## config.mk

```make
export PLATFORM = sky130hd
export DESIGN_NAME = cmlt_front
export DESIGN_NICKNAME = d
export VERILOG_FILES = /design/src/sv/cmlt_pkg.sv /design/src/sv/cmlt_front.sv
export SDC_FILE = /design/constraint.sdc
export NUM_CORES = 1
export LEC_CHECK = 0
export ABC_AREA = 1
export CORE_MARGIN = 3
export CORE_UTILIZATION = 28
export CTS_BUF_LIST = sky130_fd_sc_hd__clkbuf_16
export DETAILED_ROUTE_END_ITERATION = 10
export DONT_BUFFER_PORTS = 1
export GPL_ROUTABILITY_DRIVEN = 0
export PLACE_DENSITY = 0.38
export RECOVER_POWER = 50
export SYNTH_ARGS = -nofsm -noshare
export SYNTH_HDL_FRONTEND = slang
export SYNTH_SLANG_ARGS = --single-unit
```

## constraint.sdc

```tcl
create_clock -name clk -period 12.45 [get_ports clk]
set_clock_uncertainty 0.1 [all_clocks]
set_input_delay 1.8675 -clock clk [delete_from_list [all_inputs] [get_ports clk]]
set_output_delay 1.8675 -clock clk [all_outputs]
set_load 0.01 [all_outputs]
```

## src/sv/cmlt_pkg.sv

```systemverilog
// cmlt_pkg: shared types and constants of the color matrix transform
// command codes, queue word layout and fixed-point widths
// no dependencies
package cmlt_pkg;

	typedef enum logic [1:0] {
		OP_PIXEL  = 2'd0,
		OP_GAMMA  = 2'd1,
		OP_OUTPUT = 2'd2,
		OP_MATRIX = 2'd3
	} op_t;

	localparam int NCHAN         = 3;
	localparam int GAMMA_ENTRIES = 256;
	localparam int GAW           = 8;
	localparam int MTX_N         = 9;
	localparam int MAW           = 4;
	localparam int IDXW          = 13;
	localparam int SUM_FRAC      = 29;
	localparam int SUMW          = 35;
	localparam int PRODW         = 33;

	localparam int QDEPTH = 4;
	localparam int QAW    = 2;
	localparam int QCW    = 3;

	typedef struct packed {
		op_t             op;
		logic [1:0]      chan;
		logic [IDXW-1:0] index;
		logic [15:0]     value;
		logic [7:0]      red;
		logic [7:0]      green;
		logic [7:0]      blue;
		logic [7:0]      alpha;
	} item_t;

	typedef struct packed {
		logic  valid;
		item_t item;
	} qhead_t;

	typedef struct packed {
		logic [QCW-1:0] count;
		logic           full;
	} qstat_t;

endpackage

```

## src/sv/cmlt_front.sv

```systemverilog
// cmlt_front: accepts input words, drops loads that hit nothing, queues the rest
// small register queue toward the execution pipeline
// depends on cmlt_pkg
module cmlt_front #(
	parameter int OUTPUT_TABLE_SIZE = 8192
) (
	input  logic                    clk,
	input  logic                    arst_n,
	input  logic                    push,
	input  logic [1:0]              command,
	input  logic [1:0]              channel,
	input  logic [12:0]             entry_index,
	input  logic signed [16:0]      entry_value,
	input  logic [7:0]              red_in,
	input  logic [7:0]              green_in,
	input  logic [7:0]              blue_in,
	input  logic [7:0]              alpha_in,
	input  logic                    deq,
	output cmlt_pkg::qhead_t        head,
	output cmlt_pkg::qstat_t        stat
);
	import cmlt_pkg::*;

	logic [QCW-1:0] count_q;
	logic [QAW-1:0] wr_ptr_q;
	logic [QAW-1:0] rd_ptr_q;
	item_t          mem_q [QDEPTH];
	item_t          word;
	logic           keep;
	logic           enq;
	logic           chan_ok;
	logic [16:0]    idx_ext;

	assign chan_ok = channel < 2'(NCHAN);
	assign idx_ext = 17'(entry_index);

	always_comb begin
		word.op    = op_t'(command);
		word.chan  = channel;
		word.index = entry_index;
		word.value = entry_value[15:0];
		word.red   = red_in;
		word.green = green_in;
		word.blue  = blue_in;
		word.alpha = alpha_in;
		unique case (op_t'(command))
			OP_PIXEL:  keep = 1'b1;
			OP_GAMMA:  keep = chan_ok && (idx_ext < 17'(GAMMA_ENTRIES));
			OP_OUTPUT: keep = chan_ok && (idx_ext < 17'(OUTPUT_TABLE_SIZE));
			OP_MATRIX: keep = idx_ext < 17'(MTX_N);
			default:   keep = 1'b0;
		endcase
	end

	assign stat.full  = count_q == QCW'(QDEPTH);
	assign stat.count = count_q;
	assign enq        = push && !stat.full && keep;

	assign head.valid = count_q != '0;
	assign head.item  = mem_q[rd_ptr_q];

	always_ff @(posedge clk) begin
		if (enq) begin
			mem_q[wr_ptr_q] <= word;
		end
	end

	always_ff @(posedge clk or negedge arst_n) begin
		if (!arst_n) begin
			count_q  <= '0;
			wr_ptr_q <= '0;
			rd_ptr_q <= '0;
		end else begin
			if (enq) begin
				wr_ptr_q <= wr_ptr_q + 1'b1;
			end
			if (deq) begin
				rd_ptr_q <= rd_ptr_q + 1'b1;
			end
			unique case ({enq, deq})
				2'b10:   count_q <= count_q + 1'b1;
				2'b01:   count_q <= count_q - 1'b1;
				default: count_q <= count_q;
			endcase
		end
	end

endmodule

```

* Word-level counts from Yosys, hierarchy flattened
Memories as Yosys holds them, arrays and structs flattened.
Cells that the tools add are included.
Widths: inputs -> output; s select.
** Word-level totals
- Flip-flop bits (word level) :: 7
- Memory bits (writable) :: 260
- Memories kept :: 1
- Output and inout port bits :: 70
- Input port bits :: 70
- Word-level logic and storage cells :: 30
** Cells by class
- Magnitude comparators :: 4
- Mux-type cells :: 4
- Reductions and logical operators :: 8
- Add/subtract/negate cells :: 4
- Eq/ne operators :: 6
** Memory list
- mem_q :: words 4, bits a word 65, read ports 1, clocked after Yosys merged registers in 0, write ports 1, RTL line cmlt_front.sv:27 : item_t mem_q [QDEPTH];
** Operator list (count)
- $lt 13x14->1 const B :: 1
- $lt 13x4->1 const B :: 1
- $lt 13x9->1 const B :: 1
- $eq 2x2->1 const B :: 3
- $pmux 3 s2 :: 1
- $add 2x1->2 const B :: 2
- $eq 2x1->1 const B :: 2
- $logic_and 1x1->1 :: 4
- $pmux 1 s4 :: 1
- $add 3x1->3 const B :: 1
- $eq 3x3->1 const B :: 1
- $reduce_bool 3->1 :: 1
- $sub 3x1->3 const B :: 1
- $logic_not 2->1 :: 1
- $lt 2x2->1 const B :: 1
- $mux 1 :: 2
- $reduce_bool 2->1 :: 1
- $logic_not 1->1 :: 1

* Logic depth before layout (Yosys ltp)
- Depth in word-level cells :: 6
- Depth in mapped cells :: 14
- Depth with buffers taken out :: 14

* Worst setup path before layout
OpenSTA, ideal clock, no wires.
- Path kind :: input to register
- From :: input command[0]
- To :: memory mem_q[0][0] in the netlist's numbering (enable)
- Required time :: 11.861 ns
- Library setup time :: 0.489 ns
- Arrival time :: 5.344 ns
- Stages on the path :: 7
- Buffers on the path :: 0
- Slack :: 6.518 ns
- Cell sequence :: inv_1 > ha_1 > a21boi_1 > nand2_1 > nand3_1 > nand2_1 > nor2_1
** Between the ends
- Word-level cells in the longest chain between the ends :: 5
- Elaborated cells on any way between the ends :: 8
- Those cells by class :: 3 x eq/ne; 3 x mux; 2 x reduce/logical
** RTL lines
- from (decl) :: RTL line cmlt_front.sv:10 : input logic [1:0] command,
- $eq 2x2->1 (tied with other cells) :: RTL line cmlt_front.sv:46 : unique case (op_t'(command))
- $pmux 1 s4 * :: RTL line cmlt_front.sv:46
- $logic_and 1x1->1 * :: RTL line cmlt_front.sv:57 : assign enq = push && !stat.full && keep;
- $mux 1 * :: RTL line cmlt_front.sv:63 : if (enq) begin
- $mux 1 (implied by the code) * :: RTL line cmlt_front.sv:64 : mem_q[wr_ptr_q] <= word;
- to (decl) :: RTL line cmlt_front.sv:27
Every way passes the cells marked *; elsewhere a longest branch is shown, timed or not.

==> results.sh <==
export IMPL_max_freq_ghz=0.131
export IMPL_hold_class="reg2reg"
export IMPL_grt_use_total=0.120
export IMPL_ys_flop_type="edfxtp_1"
export IMPL_violations="max-capacitance violations, max-slew violations"
export IMPL_synth_most_common_cell="edfxtp_1"
export IMPL_wl_per_cell_um=20.3
export IMPL_grt_max_degree=73
export IMPL_pwr_share_clk=0.321
export IMPL_dpl_cell_area_um2=10900
export IMPL_vdd_ir_drop_worst_v=0.000106
export IMPL_seqPwrFrac=0.405
export IMPL_tns_ns=0
export IMPL_chipWidth_um=200
export IMPL_start_util=0.285
export IMPL_fin_cells=1195
export IMPL_die_area_um2=39900
export IMPL_syn_area_um2=10500
export IMPL_end_kind="primary output"
export IMPL_postSynth_asyncResetShare=0.0262
export IMPL_r2r_cells=6
export IMPL_r2r_slack_ns=7.51
export IMPL_clk_path_buf_depth=3
export IMPL_syn_num_nets=785
export IMPL_hold_viol=0
export IMPL_tightest_slew_ns=3.35
export IMPL_ys_types=24
export IMPL_fin_nets=784
export IMPL_root_buffer="clkbuf_16"
export IMPL_grt_pass1_wl_um=36000
export IMPL_drc=0
export IMPL_yosysTopAreaCellShare=0.743
export IMPL_finalWirelength_um=24300
export IMPL_worstPathRequired_ns=10.48
export IMPL_drv_slew=232
export IMPL_viasPerCell=4.74
export IMPL_area_growth_pct=13.2
export IMPL_cts_buffers_inserted=31
export IMPL_rsz0062_at_grt="no"
export IMPL_holdCritStartpoint="wr_ptr_q[1]"
export IMPL_drtPass1Iterations=4
export IMPL_dp_cells=1140
export IMPL_clock_sinks=267
export IMPL_holdBufCountCts=0
export IMPL_synth_top_cells_by_count="260 x edfxtp_1, 123 x nor2_1, 96 x o21ai_0"
export IMPL_swShare=0.349
export IMPL_first_iter_violations=223
export IMPL_die_y_um=200
export IMPL_clkSlewWorstSetupHoldPaths_ns=0.05
export IMPL_vias=5660
export IMPL_io_pins=140
export IMPL_antennaDiodeCount=0
export IMPL_r2r_start="count_q[2]"
export IMPL_cts_htree_levels=1
export IMPL_ys_top_cells_by_area="edfxtp_1 74%, o21ai_0 4.6%, nor2_1 4.4%"
export IMPL_fin_crit_ns=7.63
export IMPL_outcome="finished with violations"
export IMPL_io_buffers=0
export IMPL_setup_violations=0
export IMPL_gr_total_overflow=0
export IMPL_drv_cap=5
export IMPL_ys_warn_count=0
export IMPL_p_per_area_nw_per_um2=233
export IMPL_rows=70
export IMPL_coreArea_um2=36800
export IMPL_power_leakage_nw=3.78
export IMPL_fill_cells=3583
export IMPL_switchingPower_w=0.000966
export IMPL_post_dp_hpwl_um=13500
export IMPL_period_share=0.612
export IMPL_antenna_found_initial=0
export IMPL_cp_arrival_ns=5.66
export IMPL_p_int_w=0.00180
export IMPL_cts_resized=0
export IMPL_synth_top_cell_by_area="edfxtp_1"
export IMPL_synth_edf_count=260
export IMPL_comb_power_share=0.274
export IMPL_criticalPathCategory="reg2out"
export IMPL_grt_pass1_vias=5924
export IMPL_drive_gt1_frac=0.139
export IMPL_ys_seq_area_frac=0.760
export IMPL_cts_setup_buffers=0
export IMPL_relSlewSlack=-1.24
export IMPL_synthCells=706
export IMPL_cts_tree="yes"
export IMPL_ys_ff_latch=267
export IMPL_cp_start_kind="flop"
export IMPL_stdcell_area_um2=11900
export IMPL_r2r_end="mem_q[1][54]"
export IMPL_final_antenna_net_count=0
export IMPL_cp_max_fo=72
export IMPL_insertion_delay_ns=0.57
export IMPL_hold_depth=2
export IMPL_min_to="wr_ptr_q[1]"
export IMPL_syn_avg_cell_area_um2=14.9
kinds of logic after synthesis:
family          count (synthesis)  synth area share
buf+inv                        63            0.0350
fa+ha+maj                       9            0.0114
simple gates                  166            0.0745
flops                         267             0.760
xor+xnor                        4           0.00334
compound gates                197             0.116
placed cells by master, fill, tap and decap left out, drive strengths merged, types with 3 or more instances in the layout:
master,instances
buf,7
bufinv,4
clkbuf,32
clkinv,9
clkinvlp,5
dfrtp,7
edfxtp,260
ha,8
inv,27
nand2,16
nand3,6
nor2,143
o21ai,131
o22ai,65
xor2,3
per-layer routing:
layer	vias to the layer above	GRT usage	routed length, µm
met2	143	0.218	12500
met1	2852	0.131	9220
met4	0	0.0344	584
met5	-	0	0
met3	45	0.0470	2020
li1	2620	-	-
worst max-delay path, stage by stage (launching register included):
cell      delay, ns
dfrtp_1        1.83
clkbuf_1       2.34
o21ai_0        0.38
o22ai_1        0.49
worst max path at each step:
stage	startpoint	endpoint	slack, ns	depth (start not counted)
floorplan	command[0]	mem_q[0][0]	6.52	7
global placement	command[0]	mem_q[3][57]	7.29	8
detailed placement	command[0]	mem_q[0][57]	7.27	8
CTS	rd_ptr_q[0]	head[64]	6.93	4
global route	rd_ptr_q[0]	head[53]	4.01	3
finish	rd_ptr_q[0]	head[64]	4.82	3
power by group through the flow:
stage	sequential, W	clock, W	combinational (W)
2_1_floorplan	0.00111	0	0.000638
3_3_place_gp	0.00114	0	0.000770
3_5_place_dp	0.00114	0	0.000790
4_1_cts	0.00112	0.000919	0.000791
5_1_grt	0.00113	0.000953	0.000855
6_report	0.00112	0.000888	0.000758
registers in the layout (all words and copies together) (netlist names):
register  cells
wr_ptr_q      2
count_q       3
rd_ptr_q      2
mem_q       260
stage by stage:
step / utilization / power, W / hold slack [ns] / setup WS (ns)
after floorplan: - / 0.00175 / 0.392 / 6.52
after global placement: 0.296 / 0.00191 / 0.409 / 7.29
after detailed placement: 0.296 / 0.00193 / 0.437 / 7.27
after CTS: 0.324 / 0.00283 / 0.451 / 6.93
after global routing: 0.323 / 0.00294 / 0.473 / 4.01
final: 0.323 / 0.00277 / 0.446 / 4.82
layout make-up:
class	count	area, µm²	area share
flip-flops and latches	267	7980	0.671
multi-input cells	376	2160	0.182
clock buffers	31	776	0.0652
well taps	468	586	0.0492
clock inverters	24	246	0.0207
inverters	21	83.8	0.00705
repair buffers	8	56.3	0.00474
Power figures use the tool's default switching activity.
